==> src/hdl/brd_pkg.sv <==
// ----------------------------------------------------------------------------
// brd_pkg: shared types and constants of the breaker reclose block
// Register codes, reclose modes, reset values and the records passed between
// the top level and the evaluation engine.
// ----------------------------------------------------------------------------
package brd_pkg;

   localparam int TIME_W = 32;
   localparam int CUR_W  = 16;
   localparam int DLY_W  = 16;
   localparam int CSR_IDX_W = 3;
   localparam int CSR_DATA_W = 16;

   localparam logic [TIME_W-1:0] CLOSE_VALID_MS = 32'd10;

   localparam logic [1:0] MODE_OFF     = 2'd0;
   localparam logic [1:0] MODE_SINGLE  = 2'd1;
   localparam logic [1:0] MODE_THREE   = 2'd2;
   localparam logic [1:0] MODE_INVALID = 2'd3;

   localparam logic [CSR_IDX_W-1:0] REG_RECLOSE_MODE  = 3'd0;
   localparam logic [CSR_IDX_W-1:0] REG_SETTLE_DELAY  = 3'd1;
   localparam logic [CSR_IDX_W-1:0] REG_SINGLE_DELAY  = 3'd2;
   localparam logic [CSR_IDX_W-1:0] REG_THREE_DELAY   = 3'd3;
   localparam logic [CSR_IDX_W-1:0] REG_NO_CURRENT    = 3'd4;
   localparam logic [CSR_IDX_W-1:0] REG_DISC_ENABLE   = 3'd5;
   localparam logic [CSR_IDX_W-1:0] REG_DISC_DELAY    = 3'd6;

   localparam logic [1:0]       RST_RECLOSE_MODE = MODE_SINGLE;
   localparam logic [DLY_W-1:0] RST_SETTLE_DELAY = 16'd150;
   localparam logic [DLY_W-1:0] RST_SINGLE_DELAY = 16'd200;
   localparam logic [DLY_W-1:0] RST_THREE_DELAY  = 16'd200;
   localparam logic [CUR_W-1:0] RST_NO_CURRENT   = 16'd102;
   localparam logic             RST_DISC_ENABLE  = 1'b1;
   localparam logic [DLY_W-1:0] RST_DISC_DELAY   = 16'd500;

   typedef struct packed {
      logic [1:0]       reclose_mode;
      logic [DLY_W-1:0] settle_delay_ms;
      logic [DLY_W-1:0] single_delay_ms;
      logic [DLY_W-1:0] three_delay_ms;
      logic [CUR_W-1:0] no_current_level;
      logic             discordance_enable;
      logic [DLY_W-1:0] discordance_delay_ms;
   } cfg_type;

   typedef struct packed {
      logic [TIME_W-1:0] now_ms;
      logic [TIME_W-1:0] close_time_ms;
      logic [2:0]        commanded_closed;
      logic [2:0]        breaker_closed;
      logic [CUR_W-1:0]  current_a;
      logic [CUR_W-1:0]  current_b;
      logic [CUR_W-1:0]  current_c;
   } sample_type;

   typedef struct packed {
      logic [2:0] reclose_mask;
      logic [2:0] trip_all_mask;
      logic [2:0] trip_reset_mask;
      logic [2:0] reclose_blocked_mask;
      logic       discordance_started;
      logic       discordance_trip;
      logic       setting_error;
      logic       armed;
   } result_type;

   // True once now is strictly past t0 plus the delay, with the sum at 33 bits.
   function automatic logic timed_out(input logic [TIME_W-1:0] now,
                                      input logic [TIME_W-1:0] t0,
                                      input logic [DLY_W-1:0]  delay);
      logic [TIME_W:0] limit;
      limit = {1'b0, t0} + {{(TIME_W+1-DLY_W){1'b0}}, delay};
      return {1'b0, now} > limit;
   endfunction

endpackage

==> src/hdl/brd_req_if.sv <==
// ----------------------------------------------------------------------------
// brd_req_if: sample channel
// Valid/ready channel carrying one protection sample per item.
// ----------------------------------------------------------------------------
interface brd_req_if;
   import brd_pkg::*;

   logic              valid;
   logic              ready;
   logic [TIME_W-1:0] now_ms;
   logic [TIME_W-1:0] close_time_ms;
   logic [2:0]        commanded_closed;
   logic [2:0]        breaker_closed;
   logic [CUR_W-1:0]  current_a;
   logic [CUR_W-1:0]  current_b;
   logic [CUR_W-1:0]  current_c;

   modport source (output valid, now_ms, close_time_ms, commanded_closed,
                   breaker_closed, current_a, current_b, current_c,
                   input ready);
   modport sink   (input valid, now_ms, close_time_ms, commanded_closed,
                   breaker_closed, current_a, current_b, current_c,
                   output ready);
endinterface

==> src/hdl/brd_rsp_if.sv <==
// ----------------------------------------------------------------------------
// brd_rsp_if: result channel
// Valid/ready channel carrying one result item per sample.
// ----------------------------------------------------------------------------
interface brd_rsp_if;
   logic       valid;
   logic       ready;
   logic [2:0] reclose_mask;
   logic [2:0] trip_all_mask;
   logic [2:0] trip_reset_mask;
   logic [2:0] reclose_blocked_mask;
   logic       discordance_started;
   logic       discordance_trip;
   logic       setting_error;
   logic       armed;

   modport source (output valid, reclose_mask, trip_all_mask, trip_reset_mask,
                   reclose_blocked_mask, discordance_started, discordance_trip,
                   setting_error, armed,
                   input ready);
   modport sink   (input valid, reclose_mask, trip_all_mask, trip_reset_mask,
                   reclose_blocked_mask, discordance_started, discordance_trip,
                   setting_error, armed,
                   output ready);
endinterface

==> src/hdl/brd_csr_if.sv <==
// ----------------------------------------------------------------------------
// brd_csr_if: configuration write channel
// Valid/ready channel carrying a register index and write data.
// ----------------------------------------------------------------------------
interface brd_csr_if;
   import brd_pkg::*;

   logic                  valid;
   logic                  ready;
   logic [CSR_IDX_W-1:0]  index;
   logic [CSR_DATA_W-1:0] data;

   modport source (output valid, index, data, input ready);
   modport sink   (input valid, index, data, output ready);
endinterface

==> src/hdl/brd_engine.sv <==
// ----------------------------------------------------------------------------
// brd_engine: reclose and pole discrepancy evaluation
// Holds the protection state and evaluates one sample per enabled cycle,
// giving the result of that sample combinationally.
// ----------------------------------------------------------------------------
module brd_engine
   import brd_pkg::*;
(
   input  logic       clock,
   input  logic       reset,
   input  logic       en,
   input  cfg_type    cfg,
   input  sample_type smp,
   output result_type res
);

   logic [2:0]        start_seen_ff, start_seen_in;
   logic [TIME_W-1:0] start_time_ff [3];
   logic [TIME_W-1:0] start_time_in [3];
   logic [2:0]        start_taken_ff, start_taken_in;
   logic [2:0]        reclose_done_ff, reclose_done_in;
   logic              three_taken_ff, three_taken_in;
   logic              three_done_ff, three_done_in;
   logic [2:0]        trip_all_ff, trip_all_in;
   logic [2:0]        blocked_ff, blocked_in;
   logic              disc_started_ff, disc_started_in;
   logic [TIME_W-1:0] disc_time_ff, disc_time_in;
   logic              disc_done_ff, disc_done_in;

   logic [2:0]       mismatch;
   logic [2:0]       dead;
   logic [CUR_W-1:0] cur [3];
   logic             armed;
   logic             cond;
   logic [2:0]       pulse;
   logic             err;

   assign mismatch = smp.commanded_closed & ~smp.breaker_closed;
   assign cur[0] = smp.current_a;
   assign cur[1] = smp.current_b;
   assign cur[2] = smp.current_c;

   assign armed = (smp.close_time_ms >= CLOSE_VALID_MS) &&
                  ({1'b0, smp.now_ms} >= ({1'b0, smp.close_time_ms} +
                   {{(TIME_W+1-DLY_W){1'b0}}, cfg.settle_delay_ms}));

   always_comb begin
      start_seen_in   = start_seen_ff;
      start_time_in   = start_time_ff;
      start_taken_in  = start_taken_ff;
      reclose_done_in = reclose_done_ff;
      three_taken_in  = three_taken_ff;
      three_done_in   = three_done_ff;
      trip_all_in     = trip_all_ff;
      blocked_in      = blocked_ff;
      disc_started_in = disc_started_ff;
      disc_time_in    = disc_time_ff;
      disc_done_in    = disc_done_ff;
      pulse = 3'b000;
      err   = 1'b0;
      dead  = 3'b000;
      cond  = 1'b0;

      if (armed) begin
         unique case (cfg.reclose_mode)
            MODE_SINGLE: begin
               for (int p = 0; p < 3; p++) begin
                  if (!blocked_ff[p]) begin
                     if (mismatch[p]) begin
                        start_seen_in[p] = 1'b1;
                        if (!start_taken_ff[p]) begin
                           start_time_in[p]  = smp.now_ms;
                           start_taken_in[p] = 1'b1;
                        end
                     end
                     if (start_seen_in[p] && !reclose_done_ff[p] &&
                         timed_out(smp.now_ms, start_time_in[p],
                                   cfg.single_delay_ms)) begin
                        reclose_done_in[p] = 1'b1;
                        pulse[p]           = 1'b1;
                     end
                  end
               end
            end
            MODE_THREE: begin
               if (blocked_ff != 3'b111) begin
                  if (mismatch != 3'b000) begin
                     trip_all_in   = 3'b111;
                     start_seen_in = 3'b111;
                     if (!three_taken_ff) begin
                        for (int p = 0; p < 3; p++) start_time_in[p] = smp.now_ms;
                        three_taken_in = 1'b1;
                     end
                  end
                  if (start_seen_in == 3'b111 && !three_done_ff &&
                      timed_out(smp.now_ms, start_time_in[0], cfg.three_delay_ms)) begin
                     three_done_in   = 1'b1;
                     reclose_done_in = 3'b111;
                     pulse           = 3'b111;
                  end
               end
            end
            MODE_INVALID: err = 1'b1;
            default: ;
         endcase

         if (cfg.discordance_enable) begin
            for (int p = 0; p < 3; p++)
               dead[p] = mismatch[p] && (cur[p] < cfg.no_current_level);
            cond = (dead != 3'b000) && (dead != 3'b111);
            if (cond && !disc_started_ff) begin
               disc_started_in = 1'b1;
               disc_time_in    = smp.now_ms;
            end
            if (disc_started_in && cond && !disc_done_ff &&
                timed_out(smp.now_ms, disc_time_in, cfg.discordance_delay_ms)) begin
               disc_done_in = 1'b1;
               blocked_in   = 3'b111;
            end
         end
      end

      res.reclose_mask         = reclose_done_in;
      res.trip_all_mask        = trip_all_in;
      res.trip_reset_mask      = pulse;
      res.reclose_blocked_mask = blocked_in;
      res.discordance_started  = disc_started_in;
      res.discordance_trip     = disc_done_in;
      res.setting_error        = err;
      res.armed                = armed;
   end

   always_ff @(posedge clock) begin
      if (reset) begin
         start_seen_ff   <= 3'b000;
         for (int p = 0; p < 3; p++) start_time_ff[p] <= '0;
         start_taken_ff  <= 3'b000;
         reclose_done_ff <= 3'b000;
         three_taken_ff  <= 1'b0;
         three_done_ff   <= 1'b0;
         trip_all_ff     <= 3'b000;
         blocked_ff      <= 3'b000;
         disc_started_ff <= 1'b0;
         disc_time_ff    <= '0;
         disc_done_ff    <= 1'b0;
      end else if (en) begin
         start_seen_ff   <= start_seen_in;
         start_time_ff   <= start_time_in;
         start_taken_ff  <= start_taken_in;
         reclose_done_ff <= reclose_done_in;
         three_taken_ff  <= three_taken_in;
         three_done_ff   <= three_done_in;
         trip_all_ff     <= trip_all_in;
         blocked_ff      <= blocked_in;
         disc_started_ff <= disc_started_in;
         disc_time_ff    <= disc_time_in;
         disc_done_ff    <= disc_done_in;
      end
   end

   // A discordance trip always leaves every phase blocked.
   a_trip_blocks: assert property (@(posedge clock) disable iff (reset)
      disc_done_ff |-> (blocked_ff == 3'b111))
      else $error("discordance trip without full block");

   // A three-phase reclose marks all phases as reclosed.
   a_three_done: assert property (@(posedge clock) disable iff (reset)
      three_done_ff |-> (reclose_done_ff == 3'b111))
      else $error("three-phase reclose left a phase unmarked");

   // A reclose only fires for a phase whose start has been seen.
   a_seen_before_done: assert property (@(posedge clock) disable iff (reset)
      (reclose_done_ff & ~start_seen_ff) == 3'b000)
      else $error("reclose without a start");

endmodule

==> src/hdl/breaker_reclose_and_discordance.sv <==
// ----------------------------------------------------------------------------
// breaker_reclose_and_discordance: auto-reclose and pole discrepancy block
// Registers each sample, evaluates reclose and pole discrepancy logic against
// the stored state and registers one result item per sample.
//
//   Channel  Dir  Payload                                      Handshake
//   req      in   times, positions, phase currents             valid/ready
//   rsp      out  reclose, trip, block and discordance flags   valid/ready
//   csr      in   register index (3 bits), data (16 bits)      valid/ready
//
// One item per cycle while rsp.ready holds; a result is offered on rsp once its
// item has moved from the input register to the result register.
// The state is updated when an item moves from the input register into the
// result register, so each item sees the state left by the one before it.
// While the result register is held, the input register holds and req.ready
// falls once it is full. csr.ready is always high.
// Reset is synchronous and restores the register defaults and clear state.
// ----------------------------------------------------------------------------
module breaker_reclose_and_discordance
   import brd_pkg::*;
(
   input  logic clock,
   input  logic reset,
   brd_req_if.sink   req,
   brd_rsp_if.source rsp,
   brd_csr_if.sink   csr
);

   cfg_type    cfg_ff;
   logic       s1_valid_ff, s1_valid_in;
   sample_type s1_ff;
   logic       out_valid_ff, out_valid_in;
   result_type out_ff;
   result_type res;
   logic       out_free;
   logic       adv;
   logic       req_take;

   assign out_free = !out_valid_ff || rsp.ready;
   assign adv      = s1_valid_ff && out_free;
   assign req.ready = !s1_valid_ff || adv;
   assign req_take  = req.valid && req.ready;
   assign csr.ready = 1'b1;

   assign s1_valid_in  = req_take ? 1'b1 : (adv ? 1'b0 : s1_valid_ff);
   assign out_valid_in = adv ? 1'b1 : (rsp.ready ? 1'b0 : out_valid_ff);

   always_ff @(posedge clock) begin
      if (reset) begin
         cfg_ff.reclose_mode         <= RST_RECLOSE_MODE;
         cfg_ff.settle_delay_ms      <= RST_SETTLE_DELAY;
         cfg_ff.single_delay_ms      <= RST_SINGLE_DELAY;
         cfg_ff.three_delay_ms       <= RST_THREE_DELAY;
         cfg_ff.no_current_level     <= RST_NO_CURRENT;
         cfg_ff.discordance_enable   <= RST_DISC_ENABLE;
         cfg_ff.discordance_delay_ms <= RST_DISC_DELAY;
      end else if (csr.valid) begin
         unique case (csr.index)
            REG_RECLOSE_MODE: cfg_ff.reclose_mode         <= csr.data[1:0];
            REG_SETTLE_DELAY: cfg_ff.settle_delay_ms      <= csr.data;
            REG_SINGLE_DELAY: cfg_ff.single_delay_ms      <= csr.data;
            REG_THREE_DELAY:  cfg_ff.three_delay_ms       <= csr.data;
            REG_NO_CURRENT:   cfg_ff.no_current_level     <= csr.data;
            REG_DISC_ENABLE:  cfg_ff.discordance_enable   <= csr.data[0];
            REG_DISC_DELAY:   cfg_ff.discordance_delay_ms <= csr.data;
            default: ;
         endcase
      end
   end

   always_ff @(posedge clock) begin
      if (reset) begin
         s1_valid_ff  <= 1'b0;
         out_valid_ff <= 1'b0;
      end else begin
         s1_valid_ff  <= s1_valid_in;
         out_valid_ff <= out_valid_in;
      end
   end

   always_ff @(posedge clock) begin
      if (req_take) begin
         s1_ff.now_ms           <= req.now_ms;
         s1_ff.close_time_ms    <= req.close_time_ms;
         s1_ff.commanded_closed <= req.commanded_closed;
         s1_ff.breaker_closed   <= req.breaker_closed;
         s1_ff.current_a        <= req.current_a;
         s1_ff.current_b        <= req.current_b;
         s1_ff.current_c        <= req.current_c;
      end
      if (adv) begin
         out_ff <= res;
      end
   end

   brd_engine u_engine (
      .clock (clock),
      .reset (reset),
      .en    (adv),
      .cfg   (cfg_ff),
      .smp   (s1_ff),
      .res   (res)
   );

   assign rsp.valid                = out_valid_ff;
   assign rsp.reclose_mask         = out_ff.reclose_mask;
   assign rsp.trip_all_mask        = out_ff.trip_all_mask;
   assign rsp.trip_reset_mask      = out_ff.trip_reset_mask;
   assign rsp.reclose_blocked_mask = out_ff.reclose_blocked_mask;
   assign rsp.discordance_started  = out_ff.discordance_started;
   assign rsp.discordance_trip     = out_ff.discordance_trip;
   assign rsp.setting_error        = out_ff.setting_error;
   assign rsp.armed                = out_ff.armed;

   // A held result must keep the sample behind it waiting too.
   a_stall_holds_s1: assert property (@(posedge clock) disable iff (reset)
      (s1_valid_ff && out_valid_ff && !rsp.ready) |=> s1_valid_ff)
      else $error("sample lost while the result register was held");

   // Trip reset pulses only for phases that show as reclosed.
   a_pulse_in_done: assert property (@(posedge clock) disable iff (reset)
      out_valid_ff |-> ((out_ff.trip_reset_mask & ~out_ff.reclose_mask) == 3'b000))
      else $error("trip reset for a phase not reclosed");

   // Nothing but the latched state shows when the settle gate did not pass.
   a_unarmed_quiet: assert property (@(posedge clock) disable iff (reset)
      (out_valid_ff && !out_ff.armed) |->
         (out_ff.trip_reset_mask == 3'b000 && !out_ff.setting_error))
      else $error("pulse or error without the settle gate");

endmodule
==> src/flat_wrapper.sv <==
// flat-port wrapper written by rule: the top's interface ports become plain ports
module breaker_reclose_and_discordance_flat import brd_pkg::*;
  (clock, reset, req_valid, req_now_ms, req_close_time_ms, req_commanded_closed, req_breaker_closed, req_current_a, req_current_b, req_current_c, req_ready, rsp_valid, rsp_reclose_mask, rsp_trip_all_mask, rsp_trip_reset_mask, rsp_reclose_blocked_mask, rsp_discordance_started, rsp_discordance_trip, rsp_setting_error, rsp_armed, rsp_ready, csr_valid, csr_index, csr_data, csr_ready);
  brd_req_if req_i ();
  brd_rsp_if rsp_i ();
  brd_csr_if csr_i ();
  input  logic clock;
  input  logic reset;
  input wire logic [$bits(req_i.valid)-1:0] req_valid;
  input wire logic [$bits(req_i.now_ms)-1:0] req_now_ms;
  input wire logic [$bits(req_i.close_time_ms)-1:0] req_close_time_ms;
  input wire logic [$bits(req_i.commanded_closed)-1:0] req_commanded_closed;
  input wire logic [$bits(req_i.breaker_closed)-1:0] req_breaker_closed;
  input wire logic [$bits(req_i.current_a)-1:0] req_current_a;
  input wire logic [$bits(req_i.current_b)-1:0] req_current_b;
  input wire logic [$bits(req_i.current_c)-1:0] req_current_c;
  output wire logic [$bits(req_i.ready)-1:0] req_ready;
  output wire logic [$bits(rsp_i.valid)-1:0] rsp_valid;
  output wire logic [$bits(rsp_i.reclose_mask)-1:0] rsp_reclose_mask;
  output wire logic [$bits(rsp_i.trip_all_mask)-1:0] rsp_trip_all_mask;
  output wire logic [$bits(rsp_i.trip_reset_mask)-1:0] rsp_trip_reset_mask;
  output wire logic [$bits(rsp_i.reclose_blocked_mask)-1:0] rsp_reclose_blocked_mask;
  output wire logic [$bits(rsp_i.discordance_started)-1:0] rsp_discordance_started;
  output wire logic [$bits(rsp_i.discordance_trip)-1:0] rsp_discordance_trip;
  output wire logic [$bits(rsp_i.setting_error)-1:0] rsp_setting_error;
  output wire logic [$bits(rsp_i.armed)-1:0] rsp_armed;
  input wire logic [$bits(rsp_i.ready)-1:0] rsp_ready;
  input wire logic [$bits(csr_i.valid)-1:0] csr_valid;
  input wire logic [$bits(csr_i.index)-1:0] csr_index;
  input wire logic [$bits(csr_i.data)-1:0] csr_data;
  output wire logic [$bits(csr_i.ready)-1:0] csr_ready;
  assign req_i.valid = req_valid;
  assign req_i.now_ms = req_now_ms;
  assign req_i.close_time_ms = req_close_time_ms;
  assign req_i.commanded_closed = req_commanded_closed;
  assign req_i.breaker_closed = req_breaker_closed;
  assign req_i.current_a = req_current_a;
  assign req_i.current_b = req_current_b;
  assign req_i.current_c = req_current_c;
  assign req_ready = req_i.ready;
  assign rsp_valid = rsp_i.valid;
  assign rsp_reclose_mask = rsp_i.reclose_mask;
  assign rsp_trip_all_mask = rsp_i.trip_all_mask;
  assign rsp_trip_reset_mask = rsp_i.trip_reset_mask;
  assign rsp_reclose_blocked_mask = rsp_i.reclose_blocked_mask;
  assign rsp_discordance_started = rsp_i.discordance_started;
  assign rsp_discordance_trip = rsp_i.discordance_trip;
  assign rsp_setting_error = rsp_i.setting_error;
  assign rsp_armed = rsp_i.armed;
  assign rsp_i.ready = rsp_ready;
  assign csr_i.valid = csr_valid;
  assign csr_i.index = csr_index;
  assign csr_i.data = csr_data;
  assign csr_ready = csr_i.ready;
  breaker_reclose_and_discordance u_core (.clock(clock), .reset(reset), .req(req_i), .rsp(rsp_i), .csr(csr_i));
endmodule
==> config.mk <==
export PLATFORM = sky130hd
export DESIGN_NAME = breaker_reclose_and_discordance_flat
export DESIGN_NICKNAME = d
export VERILOG_FILES = /design/src/hdl/brd_pkg.sv /design/src/hdl/brd_req_if.sv /design/src/hdl/brd_rsp_if.sv /design/src/hdl/brd_csr_if.sv /design/src/hdl/brd_engine.sv /design/src/hdl/breaker_reclose_and_discordance.sv /design/src/flat_wrapper.sv
export SDC_FILE = /design/constraint.sdc
export NUM_CORES = 1
export LEC_CHECK = 0
export ABC_AREA = 1
export BUFFER_PORTS_ARGS = -buffer_cell sky130_fd_sc_hd__buf_2
export CAP_MARGIN = 5
export CORE_AREA = 8 8 301 303
export DETAILED_ROUTE_END_ITERATION = 12
export DIE_AREA = 0 0 309 311
export GPL_ROUTABILITY_DRIVEN = 0
export GPL_TIMING_DRIVEN = 0
export PLACE_DENSITY = 0.57
export SYNTH_ARGS = -nofsm -noshare
export SYNTH_HDL_FRONTEND = slang
export SYNTH_HIERARCHICAL = 1
export SYNTH_SLANG_ARGS = --single-unit
==> constraint.sdc <==
create_clock -name clock -period 6.5 [get_ports clock]
set_input_delay 0.325 -clock clock [delete_from_list [all_inputs] [get_ports clock]]
set_output_delay 0.325 -clock clock [all_outputs]
set_load 0.05 [all_outputs]
# Yosys cells after proc, flatten, opt, wreduce, memory -nomap -nowiden
# Index checks and enable logic that the tools add are counted.
# totals
register_bits	366
in_bits	142
word_cells	221
out_inout_bits	19
# op_classes
bitwise	5
n_reduce_logical	53
muxes	88
n_eq_ne	18
magnitude_cmp	10
addsub	6
# op_table
operator	count
32-bit two-way mux	21
96-bit two-way mux	6
32-bit by 16-bit adder with 33-bit output	6
96-bit case mux with 2 select lines	1
32-bit by 33-bit greater-than comparator with 1-bit output	5
3-bit two-way mux	17
16-bit < comparator	3
1-bit two-way mux	40
5-bit AND reduction	8
32-bit by 33-bit greater-or-equal comparator with 1-bit output	1
32-bit by 4-bit greater-or-equal comparator with 1-bit output (second input constant)	1
1-bit logical AND	19
3-bit case mux with 2 select lines	3
2-bit AND reduction	7
7-bit AND reduction	2
3-bit == test (second input constant)	4
3-bit inequality test (second input constant)	4
1-bit zero test	8
2-bit inequality test (second input constant)	4
3-bit by 2-bit == test with 1-bit output (second input constant)	2
2-bit nonzero test	3
3-bit nonzero test	2
2-bit == test (second input constant)	2
3-bit AND	1
other kinds (7)	10

# Longest topological paths before layout
# Gate-level depths: netlist of the first run.
# depth
word_depth	15
mapped_depth	51
mapped_depth_nobuf	47

# Cells and area by module
# Netlist of the first run, hierarchy kept.
# by_module_without_submodules
mod	area_each_um2	cells_per_inst	n_inst
brd_engine	20677.3	3336	1
breaker_reclose_and_discordance	7399.6	609	1

# Worst setup path after synthesis of the first run
# Ideal clock, no wire load.
# synth_timing
path_kind	reg2reg
from	reg u_core/cfg_ff[28] in the netlist's numbering
to	reg u_core.out_ff (netlist bit u_core/rsp.discordance_trip), data pin
required_ns	6.375
path_slack_ns	0.973
path_buffers	4
stages_incl_launch_ff	46
synth_period_minus_slack_ns	5.527
t_arrival_ns	5.401
cell_sequence	dfxtp_1 inv_1 ha_1 a21o_1 o21bai_1 nand3_1 inv_1 nand2_1 nor2_1 nand2_1 nand3_2 buf_6 buf_4 inv_1 buf_2 nand2_1 nand2_1 fa_1 [10 not listed] nor2_4 xor2_1 ha_1 nand2_1 nor4b_1 nand2_1 nand2_1 nand2_1 nand2_1 nand2_1 nand2_1 nand2_1 nand2_1 nand2_1 nor2_1 nand2_1 nand2_1 buf_4
# synth_via
elab_chain_cells	14
word_cells_on_any_way	24
# synth_rtl
element	line	text
start: declaration	breaker_reclose_and_discordance.sv:29	cfg_type cfg_ff;
16-bit < comparator	brd_engine.sv:109	dead[p] = mismatch[p] && (cur[p] < cfg.no_current_level);
1-bit logical AND	brd_engine.sv:109	
3-bit inequality test or 3-bit nonzero test (tied branches)	brd_engine.sv:110	cond = (dead != 3'b000) && (dead != 3'b111);
1-bit logical AND *	brd_engine.sv:110	
1-bit logical AND	brd_engine.sv:111	if (cond && !disc_started_ff) begin
32-bit two-way mux or 1-bit two-way mux (tied branches)	brd_engine.sv:111	
32-bit two-way mux or 1-bit two-way mux (tied branches)	brd_engine.sv:107	if (cfg.discordance_enable) begin
32-bit two-way mux or 1-bit two-way mux (tied branches)	brd_engine.sv:64	if (armed) begin
32-bit by 16-bit adder with 33-bit output or 1-bit logical AND (tied branches)	brd_pkg.sv:73, brd_engine.sv:115	
32-bit by 33-bit greater-than comparator with 1-bit output or 1-bit logical AND (tied branches)	brd_pkg.sv:74, brd_engine.sv:115	
1-bit logical AND *	brd_engine.sv:115	if (disc_started_in && cond && !disc_done_ff &&
1-bit two-way mux *	brd_engine.sv:115	
1-bit two-way mux *	brd_engine.sv:107	
1-bit two-way mux *	brd_engine.sv:64	
named net u_core.u_engine.disc_done_in	brd_engine.sv:28	logic disc_done_ff, disc_done_in;
end signal: assignment	breaker_reclose_and_discordance.sv:92	out_ff <= res;
end: declaration	breaker_reclose_and_discordance.sv:33	result_type out_ff;
# The timed path passes the listed nets; every way through them passes the cells marked *. The select of a mux whose other input is x is not followed.
# A chain may end at the register's enable or synchronous reset.

==> results.py, run 1 <==
metrics = {
    "status": {
        "status": "completed",
    },
    "route": {
        "dr.pass1.iters": 8,
        "vias": 26900,
        "wl_mm": 97.0,
        "wl_per_cell_um": 17.7,
        "drc": 0,
        "drtIter0Drc": 2048,
        "avgViaCountPerCell": 4.91,
        "ant_nets": 0,
    },
    "synth": {
        "synth_edf_count": 134,
        "ys_types": 57,
        "synth_seq_cells": 366,
        "yosysTopAreaCellShare_pct": 16.5,
        "synthTopCellsByArea": "dfxtp_1 17%, ha_1 15%, nand2_1 15%",
        "synth_ff_type": "dfxtp_1",
        "synth_nets": 4429,
        "ys_warn_count": 6,
        "synth_top_cell_by_area": "dfxtp_1",
        "synthArstFlopShare_pct": 0,
        "syn_area_mm2": 0.0281,
        "avgSynthCellArea_um2": 7.12,
        "ys_seq_area_share_pct": 30.9,
        "synth_top_cells_by_count": "1098 x nand2_1, 421 x inv_1, 404 x nor2_1",
        "post-synth-top-count-cell": "nand2_1",
        "synthCells": 3945,
    },
    "placement": {
        "hpwl_mm": 76.2,
        "dpl_worst_slack_ps": -482,
        "portBuffers": 159,
    },
    "grt": {
        "globalRouteTotalUtil_pct": 19.6,
        "grt.overflow.total": 0,
        "antenna_found_initial": 1,
        "grt_pass1_wl_mm": 148,
        "grt_start_max_net_pins": 96,
        "grt_pass1_vias": 26000,
    },
    "die": {
        "die_y_um": 311,
        "initial_utilization_pct": 32.7,
        "die_area_mm2": 0.0961,
        "fp-row-count": 108,
        "die_w_um": 309,
        "coreArea_mm2": 0.0859,
        "ios": 161,
    },
    "finish": {
        "layout.nets": 4761,
        "nFillCells": 9025,
        "final_util_pct": 38.8,
        "drive_gt1_share_pct": 10.1,
        "syn_to_final_growth_pct": 18.9,
    },
    "cts": {
        "cts_tree": "done",
        "cts_buffers": 44,
        "cts_root_buffer": "clkbuf_16",
        "clk_latency_ps": 610,
        "cts.sinks": 366,
        "clockBufferDepth": 3,
        "htreeDepth": 2,
        "clk_pin_slew_ps": 60,
    },
    "setup_path": {
        "cp.buffers_inverters": 2,
        "cp.required_ps": 6850,
        "critPathCaptureType": "flip-flop",
        "critical-path-max-stage-delay_ps": 440,
        "cpMaxStageDelayCell": "o21bai_1",
        "crit_path_start_kind": "flip-flop",
        "cp_top_family": "simple AND/OR/NAND/NOR gates",
        "worst_path_most_repeated_cell": "nand2_1",
        "cp_max_fo": 10,
        "cp.arrival_ps": 6660,
        "criticalPathCategory": "flip-flop to flip-flop",
    },
    "power": {
        "p_leak_uw": 0.0158,
        "power.density_mw_per_mm2": 213,
        "peakVddDrop_mv": 0.228,
    },
    "sta": {
        "maxSlewViolCount": 0,
        "hold_slack_ps": 37.8,
        "tightestPinTransition_ps": 1070,
        "period_minus_slack_ps": 6310,
        "fin_ws_ps": 194,
        "period_share_pct": 97.0,
        "slew_headroom_pct": 28.5,
        "fmax_mhz": 159,
        "clock_skew_ps": 26.7,
        "hold_viol": 0,
        "setup_viol": 0,
    },
    "run": {
        "max_cap_violations": 0,
    },
    "min_path": {
        "min_path_type": "input pin to flip-flop",
    },
}
-- timing repair --
| action | CTS | global route |
|---|---|---|
| endpoints found under the setup margin | 11 | 17 |
| setup buffers | 0 | 3 |
| hold endpoints to repair | 125 | 0 |
| pin swaps | 0 | 3 |
| hold buffers | 123 | 0 |
| gates resized for setup | 10 | 25 |
-- logic make-up after synthesis --
kind of cell | count (synthesis) | share of synthesized area (%)
adder cells (fa/ha/maj) | 342 | 15.4
buffers and inverters | 558 | 8.19
other | 1 | 0.0134
XOR/XNOR | 169 | 5.27
AND/OR/NAND/NOR | 1843 | 27.5
AO/OA/AOI/OAI | 666 | 12.8
flip-flops | 366 | 30.9
-- layout make-up --
cell class	instances	area (µm²)	share of cell area, %
Inverter	441	1670	4.99
Sequential cell	366	8670	26.0
Timing Repair Buffer	287	2100	6.30
Tap cell	1155	1450	4.33
Clock inverter	21	312	0.933
Multi-Input combinational cell	3021	17200	51.6
Antenna cell	2	5.00	0.0150
Buffer	116	647	1.94
Clock buffer	61	1310	3.92
-- sequential cells by signal, summed over array words and instances (netlist names), 32 cells and up --
signal / flops
u_core/cfg_ff: 83
u_core/s1_ff: 118
u_core/u_engine/disc_time_ff: 32
u_core/u_engine/start_time_ff: 96
-- metal layers --
metal	wire length, µm	GRT usage [%]
met1	41400	24.6
met2	46300	34.1
met3	5890	2.99
met4	3410	6.35
met5	0	0
-- stage by stage --
stage	cell area (µm²)	power, µW	TNS (ps)	instances
6_report	33400	7120	0	5470
5_1_grt	33400	7540	-64.7	5469
4_1_cts	33300	7180	0	5466
3_5_place_dp	30400	4350	-2160	5261
3_3_place_gp	30300	4330	-2710	5259
2_1_floorplan	28100	3840	0	3945
-- cells in the final DEF (no fill, tap or decap), drive strengths merged, types with 12 or more instances in the layout --
cell	n
ha	336
a21oi	311
o21ai	292
buf	237
nor2	432
xor2	94
nand3	169
dfxtp	232
clkinv	12
edfxtp	134
nor3	48
xnor2	75
nand2	1118
inv	442
a31oi	13
nand4	44
nor4	25
dlygate4sd3	123
clkbuf	104
a21boi	12
a211oi	15
-- tightest hold or removal path: cells and delay by family --
kind          cells  cell delay (ps)
buf+inv           1              140
simple gates      2              140
-- path summary, 6_finish.rpt --
check	startpoint	to	slack (ps)	cells after the start
worst min-delay path	csr_data[8]	u_core/cfg_ff[8]	40	3
worst max-delay path	u_core/s1_ff[50]	u_core/rsp.reclose_mask[2]	190	31
worst min register to register	u_core/u_engine/start_time_ff[43]	u_core/u_engine/start_time_ff[43]	450	2
worst max register to register	u_core/s1_ff[50]	u_core/rsp.reclose_mask[2]	190	31
-- power breakdown --
part	switching, µW	internal (µW)	total (µW)	leakage (µW)
clock network	1100	1630	2730	0.000786
registers	141	2500	2640	0.00320
logic	1090	660	1750	0.0118
total	2340	4790	7120	0.0158
(Power assumes the default switching activity.)
==> run 2: changes to the inputs <==
--- a/config.mk
+++ b/config.mk
@@ -5,12 +5,11 @@
 export SDC_FILE = /design/constraint.sdc
 export NUM_CORES = 1
 export LEC_CHECK = 0
-export ABC_AREA = 1
 export BUFFER_PORTS_ARGS = -buffer_cell sky130_fd_sc_hd__buf_2
 export CAP_MARGIN = 5
-export CORE_AREA = 8 8 301 303
+export CORE_AREA = 8 8 298 300
 export DETAILED_ROUTE_END_ITERATION = 12
-export DIE_AREA = 0 0 309 311
+export DIE_AREA = 0 0 306 308
 export GPL_ROUTABILITY_DRIVEN = 0
 export GPL_TIMING_DRIVEN = 0
 export PLACE_DENSITY = 0.57
==> run 2 against run 1 <==
Net effect:
- the flow now finishes with violations (setup timing)
- die area down 1.9%
- global-route usage down 0.30 points
- critical path type unchanged
- clock power down 9.2%
==> results.py, run 2 <==
metrics = {
    "sta": {
        "fin_ws_ps": -471,
        "setup_viol": 8,
        "grt_setup_unrepaired": "true",
        "period_share_pct": 107,
        "tightestPinTransition_ps": 1070,
        "hold_viol": 0,
        "clock_skew_ps": 23.9,
        "period_minus_slack_ps": 6970,
        "maxSlewViolCount": 0,
        "hold_slack_ps": 48.1,
        "fmax_mhz": 143,
        "slew_headroom_pct": 26.4,
    },
    "synth": {
        "synth_edf_count": 134,
        "ys_types": 84,
        "ys_warn_count": 6,
        "synthTopCellsByArea": "dfxtp_1 17%, ha_1 15%, edfxtp_1 15%",
        "synthCells": 3075,
        "ys_seq_area_share_pct": 31.7,
        "synth_nets": 3559,
        "avgSynthCellArea_um2": 8.90,
        "syn_area_mm2": 0.0274,
        "synth_top_cells_by_count": "349 x nand2_1, 336 x ha_1, 274 x nor2_1",
        "synth_top_cell_by_area": "dfxtp_1",
        "synthArstFlopShare_pct": 0,
        "post-synth-top-count-cell": "nand2_1",
        "synth_seq_cells": 366,
        "yosysTopAreaCellShare_pct": 17.0,
        "synth_ff_type": "dfxtp_1",
    },
    "finish": {
        "syn_to_final_growth_pct": 26.2,
        "mostFrequentLayoutCells": "328 x nand2_1, 311 x ha_1, 259 x nor2_1",
        "final_util_pct": 41.0,
        "drive_gt1_share_pct": 17.6,
        "final_common_cell": "nand2_1",
        "seq_area_mm2": 0.00867,
        "layout.nets": 3976,
        "regMostFlops": "u_core/s1_ff",
        "stdcell_count": 4616,
        "multiInputGateArea_mm2": 0.0192,
        "nFillCells": 8218,
        "top_regs": "u_core/s1_ff (118), u_core/u_engine/start_time_ff (96), u_core/cfg_ff (83)",
        "largest_register_ff_count": 118,
    },
    "route": {
        "wl_per_cell_um": 20.7,
        "dr.pass1.iters": 8,
        "drtIter0Drc": 1785,
        "wl_mm": 95.4,
        "avgViaCountPerCell": 5.34,
        "ant_nets": 0,
        "vias": 24700,
        "drc": 0,
    },
    "power": {
        "intPower_uw": 4530,
        "p_seq_share_pct": 39.4,
        "p_comb_share_pct": 22.5,
        "clkPwrFrac_pct": 38.1,
        "p_leak_uw": 0.0149,
        "sw_frac_of_total_pct": 30.3,
        "peakVddDrop_mv": 0.204,
        "switchingPower_uw": 1970,
        "power.density_mw_per_mm2": 188,
        "power_uw": 6500,
    },
    "setup_path": {
        "cpMaxStageDelayCell": "o41ai_4",
        "criticalPathCategory": "flip-flop to flip-flop",
        "crit_path_start_kind": "flip-flop",
        "worst_path_most_repeated_cell": "a21o_1",
        "cp.required_ps": 6830,
        "cp.arrival_ps": 7300,
        "critical-path-max-stage-delay_ps": 400,
        "critPathCaptureType": "flip-flop",
        "cp_max_fo": 6,
    },
    "cts": {
        "htreeDepth": 2,
        "cts.sinks": 366,
        "cts_tree": "done",
        "clk_latency_ps": 590,
        "cts_buffers": 42,
        "clockBufferDepth": 3,
        "clk_pin_slew_ps": 60,
        "cts_root_buffer": "clkbuf_16",
    },
    "die": {
        "coreArea_mm2": 0.0842,
        "die_y_um": 308,
        "initial_utilization_pct": 32.5,
        "die_w_um": 306,
        "die_area_mm2": 0.0942,
        "fp-row-count": 107,
        "ios": 161,
    },
    "grt": {
        "grt_start_max_net_pins": 70,
        "antenna_found_initial": 2,
        "grt.overflow.total": 0,
        "grt_pass1_vias": 24400,
        "grt_pass1_wl_mm": 143,
        "globalRouteTotalUtil_pct": 19.3,
    },
    "run": {
        "max_cap_violations": 0,
    },
    "placement": {
        "hpwl_mm": 73.2,
        "portBuffers": 158,
        "placedCellCount": 4324,
    },
    "status": {
        "failed_checks": "setup timing",
        "status": "finished with violations",
    },
    "min_path": {
        "min_path_type": "input pin to flip-flop",
    },
}
-- run 2: cell count changes after synthesis, moves of 133 or more --
cell | previous run | this run
nand2b_1 | 0 | 139
inv_1 | 421 | 78
o21ai_0 | 246 | 91
nand2_1 | 1098 | 349
a21oi_1 | 304 | 171
mux2i_1 | 0 | 228
-- run 2: layer usage --
layer	global-route usage, %	routed length (µm)
met1	23.6	39800
met2	34.3	46300
met4	6.92	3940
met3	2.81	5350
met5	0	0
-- run 2: critical path, delay by kind of cell (launching register included) --
family,cells,cell delay [ps]
compound gates,17,3330
xor+xnor,1,120
fa+ha+maj,3,850
buf+inv,5,640
flops,1,350
mux,1,320
simple gates,8,1120
-- run 2: cell type report --
| class | count | share of cell area [%] |
|---|---|---|
| sequential | 366 | 25.1 |
| timing repair buffer | 381 | 8.32 |
| clock buffer | 60 | 3.63 |
| antenna | 2 | 0.0145 |
| clock inverter | 16 | 0.514 |
| buffer | 129 | 2.02 |
| multi-input combinational | 2494 | 55.6 |
| inverter | 78 | 0.859 |
| tap | 1090 | 3.95 |
-- run 2: final timing paths --
kind / from / end / slack, ps / cells after the start
setup / recovery: u_core/cfg_ff[31] / u_core/rsp.discordance_trip / -470 / 35
hold / removal: csr_data[0] / u_core/cfg_ff[16] / 50 / 3
setup reg to reg: u_core/cfg_ff[31] / u_core/rsp.discordance_trip / -470 / 35
hold reg to reg: u_core/u_engine/start_time_ff[44] / u_core/u_engine/start_time_ff[44] / 450 / 2
-- run 2: per-stage QoR --
step	setup TNS [ps]	setup slack [ps]	instance area, µm²
after floorplan	-34.2	-34.2	27500
after global placement	-256710	-2490	29700
final	-3260	-471	34500
after detailed placement	-258680	-2450	29700
after global routing	-6670	-762	34500
after CTS	-4320	-598	33600
-- run 2: timing repair --
item | in CTS | in global routing
buffers inserted | 46 | 57
resized for setup | 192 | 126
hold buffers | 122 | 0
pin swaps | 49 | 105
hold endpoints to repair | 122 | 0
setup endpoints to repair | 163 | 107
-- run 2: cells by family (layout without fill, tap and decap cells) --
family,count (synthesis),in the layout,synth area share [%]
multiplexers,247,247,9.12
adder cells (fa/ha/maj),342,342,15.8
flip-flops,366,366,31.7
XOR/XNOR,186,186,5.95
buffers and inverters,215,664,3.30
AND/OR/NAND/NOR,1093,1093,19.3
AO/OA/AOI/OAI,625,625,14.9
other,1,3,0.0137
-- run 2: power by group through the flow --
stage | logic [µW] | clock network [µW] | registers, µW
after floorplan | 852 | 0 | 2570
final | 1460 | 2480 | 2560
after detailed placement | 1230 | 0 | 2600
after global placement | 1220 | 0 | 2610
after CTS | 1390 | 2540 | 2560
after global routing | 1600 | 2620 | 2570
